==> src/sv/ctme_pkg.sv <==
// shared types and constants for the control input to midi events block
package ctme_pkg;

	localparam int INPUT_SLOTS = 32;
	// slot count is a power of two of at most 32, so the slot is the low index bits
	localparam int SLOT_W      = $clog2(INPUT_SLOTS);
	localparam int QUEUE_DEPTH = 4;
	localparam int QPTR_W      = $clog2(QUEUE_DEPTH);

	localparam int SAMPLE_W = 10;
	localparam int NUMBER_W = 11;
	localparam int VALUE_W  = 7;

	localparam logic [NUMBER_W-1:0] NUM_NRPN_MSB = 11'd101;
	localparam logic [NUMBER_W-1:0] NUM_NRPN_LSB = 11'd100;
	localparam logic [NUMBER_W-1:0] NUM_DATA_MSB = 11'd6;
	localparam logic [NUMBER_W-1:0] NUM_DATA_LSB = 11'd38;
	localparam logic [NUMBER_W-1:0] NUM_NONE     = 11'd0;

	typedef enum logic [1:0] {
		CFG_DEADBAND    = 2'd0,
		CFG_ACTIVE_BANK = 2'd1,
		CFG_INPUT_COUNT = 2'd2
	} cfg_idx_t;

	typedef enum logic [2:0] {
		MODE_OFF     = 3'd0,
		MODE_NOTE    = 3'd1,
		MODE_CC      = 3'd2,
		MODE_NRPN    = 3'd3,
		MODE_PROGRAM = 3'd4,
		MODE_SHIFTER = 3'd5
	} mode_t;

	typedef enum logic [1:0] {
		KIND_NOTE = 2'd0,
		KIND_CC   = 2'd1,
		KIND_PROG = 2'd2
	} kind_t;

	typedef struct packed {
		logic [9:0] deadband;
		logic [3:0] active_bank;
		logic [5:0] input_count;
	} cfg_t;

	typedef struct packed {
		logic [SAMPLE_W-1:0] sample;
		logic [6:0]          num_hi;
		logic [6:0]          num_lo;
		logic [4:0]          midi_channel;
		mode_t               mode;
		logic                is_analog;
		logic [4:0]          input_index;
	} item_t;

	// accepted reading waiting for message generation
	typedef struct packed {
		mode_t               mode;
		logic [4:0]          channel;
		logic [6:0]          fine;
		logic [6:0]          coarse;
		logic [SAMPLE_W-1:0] reading;
	} job_t;

	typedef struct packed {
		kind_t               kind;
		logic [4:0]          channel;
		logic [NUMBER_W-1:0] number;
		logic [VALUE_W-1:0]  value;
		logic                last;
	} msg_t;

endpackage

==> src/sv/ctme_front.sv <==
// front end: per-input deadband filter and reading store, issues jobs
module ctme_front (
	input  logic           clk,
	input  logic           arst_n,
	input  logic           in_valid,
	output logic           in_ready,
	input  ctme_pkg::item_t in_item,
	input  ctme_pkg::cfg_t  cfg,
	output logic           push,
	output ctme_pkg::job_t  push_job,
	input  logic           queue_ready
);
	import ctme_pkg::*;

	logic [SAMPLE_W-1:0] prev_q [INPUT_SLOTS];
	logic [INPUT_SLOTS-1:0] rising_q;

	logic [SLOT_W-1:0]   slot;
	logic [SAMPLE_W-1:0] prv;
	logic [SAMPLE_W-1:0] rd;
	logic [SAMPLE_W:0]   rd_plus_thr;
	logic [SAMPLE_W:0]   prv_plus_thr;
	logic                pass;
	logic                new_rising;
	logic                take;
	logic                upd;
	logic                emits;

	assign slot     = in_item.input_index[SLOT_W-1:0];
	assign prv      = prev_q[slot];
	assign in_ready = queue_ready;
	assign take     = in_valid && in_ready;

	always_comb begin
		if (in_item.is_analog && in_item.mode != MODE_NRPN) begin
			rd = {3'b000, in_item.sample[SAMPLE_W-1:3]};
		end else begin
			rd = in_item.sample;
		end
		rd_plus_thr  = {1'b0, rd} + {1'b0, cfg.deadband};
		prv_plus_thr = {1'b0, prv} + {1'b0, cfg.deadband};
		new_rising   = rising_q[slot];
		pass         = 1'b0;
		if (!in_item.is_analog) begin
			pass = (rd != prv);
		end else if (rising_q[slot]) begin
			if (rd > prv) begin
				pass = 1'b1;
			end else if (rd_plus_thr < {1'b0, prv}) begin
				pass       = 1'b1;
				new_rising = 1'b0;
			end
		end else begin
			if (rd < prv) begin
				pass = 1'b1;
			end else if ({1'b0, rd} > prv_plus_thr) begin
				pass       = 1'b1;
				new_rising = 1'b1;
			end
		end
	end

	always_comb begin
		case (in_item.mode) inside
			MODE_NOTE, MODE_CC, MODE_NRPN, MODE_PROGRAM: emits = 1'b1;
			default:                                     emits = 1'b0;
		endcase
	end

	assign upd  = take && (in_item.mode != MODE_OFF) && pass;
	assign push = upd && emits;

	assign push_job.mode    = in_item.mode;
	assign push_job.channel = in_item.midi_channel;
	assign push_job.fine    = in_item.num_lo;
	assign push_job.coarse  = in_item.num_hi;
	assign push_job.reading = rd;

	always_ff @(posedge clk or negedge arst_n) begin
		if (!arst_n) begin
			rising_q <= '0;
			for (int i = 0; i < INPUT_SLOTS; i++) begin
				prev_q[i] <= '0;
			end
		end else if (upd) begin
			prev_q[slot]   <= rd;
			rising_q[slot] <= new_rising;
		end
	end

endmodule

==> src/sv/ctme_queue.sv <==
// short job queue between front end and message generator
module ctme_queue (
	input  logic          clk,
	input  logic          arst_n,
	input  logic          push,
	input  ctme_pkg::job_t push_job,
	output logic          push_ready,
	input  logic          pop,
	output logic          head_valid,
	output ctme_pkg::job_t head_job
);
	import ctme_pkg::*;

	job_t              mem_q [QUEUE_DEPTH];
	logic [QPTR_W-1:0] wr_ptr_q;
	logic [QPTR_W-1:0] rd_ptr_q;
	logic [QPTR_W:0]   count_q;
	logic              do_push;
	logic              do_pop;

	assign push_ready = (count_q != (QPTR_W+1)'(QUEUE_DEPTH));
	assign head_valid = (count_q != '0);
	assign head_job   = mem_q[rd_ptr_q];
	assign do_push    = push && push_ready;
	assign do_pop     = pop && head_valid;

	always_ff @(posedge clk) begin
		if (do_push) begin
			mem_q[wr_ptr_q] <= push_job;
		end
	end

	always_ff @(posedge clk or negedge arst_n) begin
		if (!arst_n) begin
			wr_ptr_q <= '0;
			rd_ptr_q <= '0;
			count_q  <= '0;
		end else begin
			if (do_push) begin
				wr_ptr_q <= wr_ptr_q + 1'b1;
			end
			if (do_pop) begin
				rd_ptr_q <= rd_ptr_q + 1'b1;
			end
			if (do_push && !do_pop) begin
				count_q <= count_q + 1'b1;
			end else if (do_pop && !do_push) begin
				count_q <= count_q - 1'b1;
			end
		end
	end

endmodule

==> src/sv/ctme_back.sv <==
// back end: each job to midi messages in an output reg, one per cycle unless stalled
module ctme_back (
	input  logic          clk,
	input  logic          arst_n,
	input  logic          head_valid,
	input  ctme_pkg::job_t head_job,
	output logic          pop,
	input  ctme_pkg::cfg_t cfg,
	output logic          out_valid,
	input  logic          out_ready,
	output ctme_pkg::msg_t out_msg
);
	import ctme_pkg::*;

	logic [1:0]          msg_idx_q;
	logic                out_valid_q;
	msg_t                out_msg_q;
	msg_t                msg;
	logic                load;
	logic [9:0]          bank_offset;
	logic [NUMBER_W-1:0] num;

	assign bank_offset = 10'(cfg.input_count) * 10'(cfg.active_bank);
	assign num         = NUMBER_W'(head_job.fine) + NUMBER_W'(bank_offset);

	always_comb begin
		msg.channel = head_job.channel;
		msg.kind    = KIND_CC;
		msg.number  = num;
		msg.value   = head_job.reading[VALUE_W-1:0];
		msg.last    = 1'b1;
		unique case (head_job.mode)
			MODE_NOTE: begin
				msg.kind = KIND_NOTE;
			end
			MODE_PROGRAM: begin
				msg.kind   = KIND_PROG;
				msg.number = NUM_NONE;
			end
			MODE_NRPN: begin
				msg.last = (msg_idx_q == 2'd3);
				unique case (msg_idx_q)
					2'd0: begin
						msg.number = NUM_NRPN_MSB;
						msg.value  = head_job.coarse;
					end
					2'd1: begin
						msg.number = NUM_NRPN_LSB;
						msg.value  = head_job.fine;
					end
					2'd2: begin
						msg.number = NUM_DATA_MSB;
						msg.value  = {4'b0000, head_job.reading[SAMPLE_W-1:VALUE_W]};
					end
					default: begin
						msg.number = NUM_DATA_LSB;
					end
				endcase
			end
			default: begin
				msg.kind = KIND_CC;
			end
		endcase
	end

	assign load      = head_valid && (!out_valid_q || out_ready);
	assign pop       = load && msg.last;
	assign out_valid = out_valid_q;
	assign out_msg   = out_msg_q;

	always_ff @(posedge clk) begin
		if (load) begin
			out_msg_q <= msg;
		end
	end

	always_ff @(posedge clk or negedge arst_n) begin
		if (!arst_n) begin
			out_valid_q <= 1'b0;
			msg_idx_q   <= '0;
		end else begin
			if (load) begin
				out_valid_q <= 1'b1;
				msg_idx_q   <= msg.last ? 2'd0 : msg_idx_q + 2'd1;
			end else if (out_ready) begin
				out_valid_q <= 1'b0;
			end
		end
	end

endmodule

==> src/sv/control_input_to_midi_events_top.sv <==
// top level: config registers, front end, job queue and message generator
//
// channel  | dir | handshake           | payload
// ---------+-----+---------------------+------------------------------------------
// sample   | in  | s_tvalid / s_tready | s_tdata, s_tuser (is_analog)
// message  | out | m_tvalid / m_tready | m_tdata, m_tuser (msg_kind), m_tlast
// config   | in  | cfg_we              | cfg_index, cfg_data
//
// an item is filtered and its reading stored in the cycle it is accepted; a new item can
// be taken every cycle while the four-entry job queue has room
// the message generator emits one message per cycle unless stalled: one for note, control
// change and program change, four for nrpn; an nrpn job leaves the queue with its last one
// a stall on the message side holds the output register and backs up through the queue
// reset clears all stored readings and directions at once, no clearing pass
module control_input_to_midi_events_top (
	input  logic        clk,
	input  logic        arst_n,
	input  logic        s_tvalid,
	output logic        s_tready,
	// input_index[4:0], mode[7:5], midi_channel[12:8], num_lo[19:13],
	// num_hi[26:20], sample[36:27], zero fill[39:37]
	input  logic [39:0] s_tdata,
	// is_analog
	input  logic        s_tuser,
	output logic        m_tvalid,
	input  logic        m_tready,
	// out_channel[4:0], number[15:5], value[22:16], zero fill[23]
	output logic [23:0] m_tdata,
	// msg_kind[1:0]
	output logic [1:0]  m_tuser,
	output logic        m_tlast,
	input  logic        cfg_we,
	input  logic [1:0]  cfg_index,
	input  logic [9:0]  cfg_data
);
	import ctme_pkg::*;

	cfg_t  cfg_q;
	item_t item;
	job_t  push_job;
	job_t  head_job;
	msg_t  msg;
	logic  push;
	logic  queue_ready;
	logic  head_valid;
	logic  pop;

	always_ff @(posedge clk or negedge arst_n) begin
		if (!arst_n) begin
			cfg_q.deadband    <= 10'd2;
			cfg_q.active_bank <= 4'd0;
			cfg_q.input_count <= 6'd32;
		end else if (cfg_we) begin
			unique case (cfg_idx_t'(cfg_index))
				CFG_DEADBAND:    cfg_q.deadband    <= cfg_data;
				CFG_ACTIVE_BANK: cfg_q.active_bank <= cfg_data[3:0];
				CFG_INPUT_COUNT: cfg_q.input_count <= cfg_data[5:0];
				default:         cfg_q             <= cfg_q;
			endcase
		end
	end

	assign item.input_index  = s_tdata[4:0];
	assign item.mode         = mode_t'(s_tdata[7:5]);
	assign item.midi_channel = s_tdata[12:8];
	assign item.num_lo       = s_tdata[19:13];
	assign item.num_hi       = s_tdata[26:20];
	assign item.sample       = s_tdata[36:27];
	assign item.is_analog    = s_tuser;

	ctme_front u_front (
		.clk         (clk),
		.arst_n      (arst_n),
		.in_valid    (s_tvalid),
		.in_ready    (s_tready),
		.in_item     (item),
		.cfg         (cfg_q),
		.push        (push),
		.push_job    (push_job),
		.queue_ready (queue_ready)
	);

	ctme_queue u_queue (
		.clk        (clk),
		.arst_n     (arst_n),
		.push       (push),
		.push_job   (push_job),
		.push_ready (queue_ready),
		.pop        (pop),
		.head_valid (head_valid),
		.head_job   (head_job)
	);

	ctme_back u_back (
		.clk        (clk),
		.arst_n     (arst_n),
		.head_valid (head_valid),
		.head_job   (head_job),
		.pop        (pop),
		.cfg        (cfg_q),
		.out_valid  (m_tvalid),
		.out_ready  (m_tready),
		.out_msg    (msg)
	);

	assign m_tdata = {1'b0, msg.value, msg.number, msg.channel};
	assign m_tuser = msg.kind;
	assign m_tlast = msg.last;

endmodule
==> config.mk <==
export PLATFORM = sky130hd
export DESIGN_NAME = control_input_to_midi_events_top
export DESIGN_NICKNAME = d
export VERILOG_FILES = /design/src/sv/ctme_pkg.sv /design/src/sv/ctme_front.sv /design/src/sv/ctme_queue.sv /design/src/sv/ctme_back.sv /design/src/sv/control_input_to_midi_events_top.sv
export SDC_FILE = /design/constraint.sdc
export NUM_CORES = 1
export LEC_CHECK = 0
export BUFFER_PORTS_ARGS = -buffer_cell sky130_fd_sc_hd__buf_2
export CORE_MARGIN = 8
export CORE_UTILIZATION = 45
export DETAILED_ROUTE_END_ITERATION = 12
export SETUP_SLACK_MARGIN = 0.05
export SLEW_MARGIN = 20
export SYNTH_ARGS = -nofsm -noshare
export SYNTH_HDL_FRONTEND = slang
export SYNTH_SLANG_ARGS = --single-unit
export TNS_END_PERCENT = 10
==> constraint.sdc <==
create_clock -name clk -period 7.4 [get_ports clk]
set_clock_uncertainty 0.15 [all_clocks]
set_input_delay 0.74 -clock clk [delete_from_list [all_inputs] [get_ports clk]]
set_output_delay 0.74 -clock clk [all_outputs]
set_load 0.01 [all_outputs]
==> summary.md, run 1 <==
| Metric | Value |
|---|---|
| Largest net degree at the start of global routing | `~190` |
| Ranking of synthesized cells by area | `dfrtp_1, edfxtp_1, mux2_4, mux4_2, ha_1` |
| CP Class | `input pin to register` |
| Initial antenna violation count | `0` |
| #FFs+latches synth | `around 540` |
| Cell Area, Synth | `about 28000 µm²` |
| DR iter-0 viols | `about 1000` |
| Crit path DAT | `about 7100 ps` |
| CTS Buf Count | `57` |
| Final-report hold violation count | `0` |
| Register area | `14190 µm²` |
| Asr flop ratio synth | `0.7127` |
| CP Capture Type | `register` |
| FILL cells | `4979` |
| Pre-CTS setup slack | `98.61 ps` |
| Critical-path top delay cell | `nor4_1` |
| Type of the worst min-delay path | `input pin to async pin` |
| Max Cap Viol | `0` |
| Die Area | `slightly below 70000 µm²` |
| Worst Path Max Fanout | `20` |
| Vias in the first global route | `around 16000` |
| Core area | `around 60000 µm²` |
| Top cells by count, synth | `dfrtp_1, mux2_4, edfxtp_1, mux4_2, ha_1` |
| Startpoint Class | `input pin` |
| Most used flip-flop cell after synthesis | `dfrtp_1` |
| Root Driver | `clkbuf_16` |
| HPWL after detailed placement | `between 40000 and 50000 µm` |
| Non-Filler Instances | `about 2700` |
| Post-CTS sizing | `0` |
| WP data required | `~8000 ps` |
| Hold-fix buffers at CTS | `0` |
| Final wirelength | `about 65000 µm` |
| Buffers on Ports | `between 80 and 90` |
| Final ANT Viol Nets | `0` |
| Outcome | `complete, no violations` |
| Largest area contributor in the netlist | `dfrtp_1` |
| Synthesized instance count | `1720` |
| Pins Over Slew Limit | `0` |
| Fin util | `0.5235` |
| Starting Density | `0.4557` |
| Global Route met1 Usage | `0.2476` |
| DR pass1 iterations | `5` |
| GR Layer Usage met3 | `0.02610` |
| Routed wire per std cell | `24.17 µm` |
| Layout area overhead | `14.88%` |
| R2r setup slk | `~890 ps` |
| First-pass GRT wire length | `102400 µm` |
| Yosys cell types | `about 70` |
| CTS Buffer Depth | `3` |
| Sequential share of the synthesized area | `0.5158` |
| # nets final | `2028` |
| Peak Freq | `approximately 0.15 GHz` |
| All-Layer GR Usage | `0.1886` |
| Total number of vias | `~15000` |
| Worst Tran Pin Value | `between 1000 and 1500 ps` |
| Reg clk slew, reported paths | `approximately 60 ps` |
| Relative slew margins | `0.2919` |
| Critical Path Max Stage Delay | `around 460 ps` |
| Share of the synthesized area in the top cell type | `0.3457` |
| Setup Buffers After CTS | `0` |
| Clk_lat worst skew | `640 ps` |
| GPL Wtd Cong | `0.8586` |
| Final global-route overflow total | `0` |
| Setup TNS | `0 ps` |
| Max VDD drop | `roughly 0.00022 V` |
| Die W | `between 200 and 300 µm` |
| CTS tree | `done` |
| H-tree depth | `2` |
| Cell with the most instances after synthesis | `dfrtp_1` |
| Placed cells | `between 2000 and 3000` |
| Most Crowded Layer GR | `met2` |
| Die Ht | `~260 µm` |
| # rows | `90` |
| Fin crit share | `0.8981` |
| IO Pins | `87` |
| Drt drc | `0` |
| EDFF count, synth | `about 150` |
| Ys Warns | `0` |
| Multi-input gate area | `12370 µm²` |
| Vias per cell | `approximately 5.6` |
| Static Leak | `approximately 0.014 µW` |
| Met2 Use GR | `0.3212` |
| Pwr dens | `between 300 and 400 nW/µm²` |
| Final worst setup slack | `approximately 750 ps` |
| Min Tclk post-route | `roughly 6600 ps` |
| Mapped Nets | `1874` |
| Mean post-synth cell area | `around 16 µm²` |
| Layout cells sized above 1 | `0.4046` |
| Final Setup Violations | `0` |
| RSZ-0062 raised after global routing | `no` |
| Clock sinks | `536` |
critical path, delay by kind of cell:
kind | cells | cell delay (ps)
and+or+nand+nor | 7 | 1380
xor gates and xnor gates | 3 | 490
muxes | 1 | 350
buffers and inverters | 6 | 1020
AOI/OAI and AO/OA | 10 | 2010
adders and majority gates | 4 | 1070
registers in the layout (all words and copies together), names as in the netlist:
signal and cells:
u_back.out_valid 1, u_back.msg_idx_q 2, u_queue.count_q 3, u_front.prev_q 320
u_queue.rd_ptr_q 2, cfg_q 20, u_queue.mem_q 128, u_queue.wr_ptr_q 2
u_back.out_msg 26, u_front.rising_q 32
where the power goes:
part           internal (µW)  switching [µW]
registers               3850             397
clock network           1710            1210
logic                   1770            1590
total                   7330            3200
cell type report:
class,count,area share
flip-flops and latches,536,0.4490
multi-input cells,1004,0.3914
repair buffers,211,0.05952
clock buffers,94,0.05370
well taps,782,0.03097
clock inverters,14,0.007722
inverters,64,0.007603
diodes,1,0.00007920
logic make-up after synthesis:
| logic type | Yosys count | synth area share |
|---|---|---|
| compound gates | 156 | 0.04012 |
| xor+xnor | 28 | 0.008916 |
| fa+ha+maj | 96 | 0.04831 |
| buf+inv | 180 | 0.03698 |
| flops | 536 | 0.5158 |
| mux | 515 | 0.2935 |
| other cells | 1 | 0.0001363 |
| simple gates | 208 | 0.05632 |
stage by stage:
step           hold WS, ps  power (µW)  instance area (µm²)
3_5_place_dp         320.7        7663                29620
2_1_floorplan        294.4        6710                27540
4_1_cts              49.80       10650                31560
5_1_grt              113.2       11130                31590
3_3_place_gp         313.0        7566                29620
6_report             68.30       10540                31600
layout by cell type, fill, tap and decap left out, types with 6 or more instances in the layout:
| cell type | synthesis | final |
|---|---|---|
| nand3_1 | 11 | 11 |
| o21bai_1 | 6 | 6 |
| clkbuf_1 | 51 | 25 |
| a22o_1 | 13 | 13 |
| a21oi_1 | 27 | 27 |
| clkbuf_8 | 0 | 11 |
| xor2_1 | 8 | 8 |
| mux2_4 | 300 | 300 |
| nor3_1 | 12 | 12 |
| edfxtp_1 | 154 | 154 |
| buf_2 | 12 | 79 |
| dfrtp_1 | 380 | 379 |
| o21ai_0 | 17 | 17 |
| mux2i_1 | 29 | 29 |
| ha_1 | 79 | 79 |
| nor4_4 | 30 | 30 |
| clkbuf_16 | 0 | 58 |
| a21o_1 | 13 | 13 |
| xnor2_1 | 20 | 20 |
| nand2_1 | 44 | 44 |
| buf_12 | 3 | 37 |
| nand2b_1 | 9 | 9 |
| and4_1 | 9 | 9 |
| a22oi_1 | 31 | 31 |
| fa_1 | 17 | 17 |
| buf_4 | 3 | 92 |
| and2_1 | 11 | 12 |
| nor2_1 | 48 | 44 |
| inv_1 | 63 | 63 |
| mux2_2 | 29 | 29 |
| mux2_1 | 52 | 52 |
| mux4_2 | 105 | 105 |
layer usage:
| metal | share of wire | up-vias |
|---|---|---|
| met1 | 0.44 | 7967 |
| met5 | 0 | - |
| met3 | 0.036 | 94 |
| met2 | 0.49 | 283 |
| met4 | 0.031 | 0 |
| li1 | - | 6768 |
final timing paths:
kind                                                   endpoint                            start  depth (start not counted)
worst max-delay path             u_queue.count_q[2]$_DFFE_PN0P_                       s_tdata[1]                         31
worst min-delay path            u_front.prev_q[119]$_DFFE_PN0P_                           arst_n                          1
worst max register to register   u_queue.count_q[2]$_DFFE_PN0P_  u_front.prev_q[221]$_DFFE_PN0P_                         29
worst min register to register  u_front.prev_q[135]$_DFFE_PN0P_  u_front.prev_q[135]$_DFFE_PN0P_                          1
max in group asynchronous                 cfg_q[16]$_DFFE_PN0P_                           arst_n                          3
min in group clk                 u_queue.mem_q[2][16]$_DFFE_PP_                      s_tdata[26]                          1
Power figures use the tool's default switching activity.
==> run 2: changes to the inputs <==
--- a/config.mk
+++ b/config.mk
@@ -9,6 +9,7 @@
 export CORE_MARGIN = 8
 export CORE_UTILIZATION = 45
 export DETAILED_ROUTE_END_ITERATION = 12
+export RECOVER_POWER = 50
 export SETUP_SLACK_MARGIN = 0.05
 export SLEW_MARGIN = 20
 export SYNTH_ARGS = -nofsm -noshare
==> run 2 against run 1 <==
Flip-flop and latch count unchanged; cell count unchanged; non-clock buffer count unchanged; maximum frequency about the same; register-to-register slack about the same; combinational power about the same; design area down 0.32%; highest routed layer unchanged; the flow now finishes with violations (max-capacitance violations, max-slew violations); clock power about the same; sequential power about the same.
==> summary.md, run 2 (same netlist as run 1, synthesis figures left out) <==
| Metric | Value |
|---|---|
| Outcome | `complete, but fails checks` |
| Failing checks | `max-capacitance violations, max-slew violations` |
| Die Area | `between 60000 and 70000 µm²` |
| WP data required | `approximately 7800 ps` |
| Initial antenna violation count | `0` |
| Fin util | `0.5218` |
| Pwr dens | `~330 nW/µm²` |
| Root Driver | `clkbuf_16` |
| Largest net degree at the start of global routing | `roughly 190` |
| Met1 wire length | `28670 µm` |
| # rows | `90` |
| Crit path DAT | `between 7000 and 8000 ps` |
| Die W | `between 200 and 300 µm` |
| Layout cells sized above 1 | `0.3713` |
| CTS Buffer Depth | `3` |
| Highest Signal Layer | `met4` |
| First-pass GRT wire length | `102400 µm` |
| Largest regs | `u_front.prev_q: 320 flops, u_queue.mem_q: 128 flops, u_front.rising_q: 32 flops` |
| DR pass1 iterations | `5` |
| Final global-route overflow total | `0` |
| All-Layer GR Usage | `0.1886` |
| RSZ-0062 raised after global routing | `no` |
| Layout area overhead | `14.50%` |
| Starting Density | `0.4557` |
| Min Tclk post-route | `roughly 6600 ps` |
| Vias per cell | `~5.6` |
| H-tree depth | `2` |
| DR WL met2 | `about 32000 µm` |
| Final instance area | `approximately 31000 µm²` |
| Critical Path Max Stage Delay | `about 450 ps` |
| Commonest non-fill, non-tap cell in the layout | `dfrtp_1` |
| Routed wire per std cell | `approximately 24 µm` |
| Register area | `roughly 14000 µm²` |
| CTS Buf Count | `between 50 and 60` |
| Setup TNS | `0 ps` |
| Most frequent cells in the layout | `dfrtp_1, mux2_4, edfxtp_1` |
| CP Buf/Inv Count | `6` |
| Final Setup Violations | `0` |
| Multi-input gate area | `between 10000 and 15000 µm²` |
| Buffers on Ports | `just over 80` |
| Total number of vias | `roughly 15000` |
| Hold-fix buffers at CTS | `0` |
| Final wirelength | `approximately 65000 µm` |
| CP Class | `input pin to register` |
| Final-report hold violation count | `0` |
| Peak Freq | `~0.15 GHz` |
| # nets final | `roughly 2000` |
| Setup Buffers After CTS | `0` |
| Max FFs per register | `320` |
| Startpoint Class | `input pin` |
| Clk_lat worst skew | `640 ps` |
| Fin crit share | `0.8986` |
| Pre-CTS setup slack | `98.61 ps` |
| Max Cap Viol | `12` |
| Pins Over Slew Limit | `507` |
| Post-CTS sizing | `0` |
| Critical-path top delay cell | `nor4_1` |
| CTS tree | `done` |
| Final ANT Viol Nets | `0` |
| Non-Filler Instances | `2706` |
| Core area | `about 60000 µm²` |
| Largest Register | `u_front.prev_q` |
| Relative slew margins | `-2.646` |
| FILL cells | `5015` |
| Drt drc | `0` |
| Die Ht | `263.2 µm` |
| Type of the worst min-delay path | `input pin to register` |
| Max VDD drop | `~0.00022 V` |
| DR iter-0 viols | `between 1000 and 1500` |
| Crit-path leading delay family | `compound AO/OA/AOI/OAI gates` |
| Clock sinks | `536` |
| Reg clk slew, reported paths | `~60 ps` |
| HPWL after detailed placement | `between 40000 and 50000 µm` |
| GPL Wtd Cong | `between 0.8 and 0.9` |
| Area after DPL | `about 30000 µm²` |
| WL met3 | `roughly 2300 µm` |
| Placed cells | `between 2000 and 3000` |
| CP Capture Type | `register` |
| Static Leak | `between 0.01 and 0.015 µW` |
| IO Pins | `87` |
| Worst Path Max Fanout | `20` |
| Worst Tran Pin Value | `between 5000 and 6000 ps` |
| Vias in the first global route | `~16000` |
| Final worst setup slack | `about 750 ps` |
## run 2: changes by cell type in the layout (fill, tap and decap cells not counted), moves of 8 or more
cell	delta
clkbuf_1	+53
buf_4	-10
mux2_2	-8
buf_2	-43
mux2_1	+8
## run 2: final cells by class
cell class | count | area share
well taps | 782 | 0.03107
clock inverters | 14 | 0.007747
clock buffers | 94 | 0.05387
flip-flops and latches | 536 | 0.4504
diodes | 1 | 0.00007946
inverters | 64 | 0.007628
multi-input cells | 1004 | 0.3925
repair buffers | 211 | 0.05665
## run 2: path summary, 6_finish.rpt
path | start | to | slack (ps) | cells after the start
min reg2reg | u_front.prev_q[135]$_DFFE_PN0P_ | u_front.prev_q[135]$_DFFE_PN0P_ | 330 | 1
max | s_tdata[1] | u_queue.count_q[2]$_DFFE_PN0P_ | 750 | 31
min in group asynchronous | arst_n | u_front.prev_q[30]$_DFFE_PN0P_ | 2250 | 1
max reg2reg | u_front.prev_q[221]$_DFFE_PN0P_ | u_queue.count_q[2]$_DFFE_PN0P_ | 880 | 29
max in group asynchronous | arst_n | u_front.prev_q[223]$_DFFE_PN0P_ | 1770 | 1
min | cfg_data[7] | cfg_q[17]$_DFFE_PN0P_ | 200 | 2
## run 2: worst register-to-register path, delay by kind of cell, from the launching register on
kind | cells | cell delay (ps)
AO/OA/AOI/OAI | 10 | 2040
AND/OR/NAND/NOR | 7 | 1370
adder cells (fa/ha/maj) | 4 | 1070
multiplexers | 1 | 510
XOR/XNOR | 3 | 490
buffers and inverters | 4 | 430
flip-flops | 1 | 380
## run 2: stage by stage
| step | hold slack [ps] | total power [µW] |
|---|---|---|
| after floorplan | 294.4 | 6710 |
| after global placement | 313.0 | 7566 |
| after detailed placement | 320.7 | 7663 |
| after CTS | 49.80 | 10650 |
| after global routing | 178.6 | 11120 |
| final | 198.5 | 10520 |
## run 2: metal layers
metal  GRT usage  vias up
met5           0        -
met3     0.02610       99
met2      0.3212      269
li1            -     6768
met4     0.06233        0
met1      0.2476     8011
## run 2: power breakdown
part | switching [µW] | internal (µW) | leakage (µW)
Clock | 1210 | 1710 | 0.000933
Combinational | 1590 | 1750 | 0.00611
Sequential | 399 | 3850 | 0.00642
Total | 3210 | 7310 | 0.0135
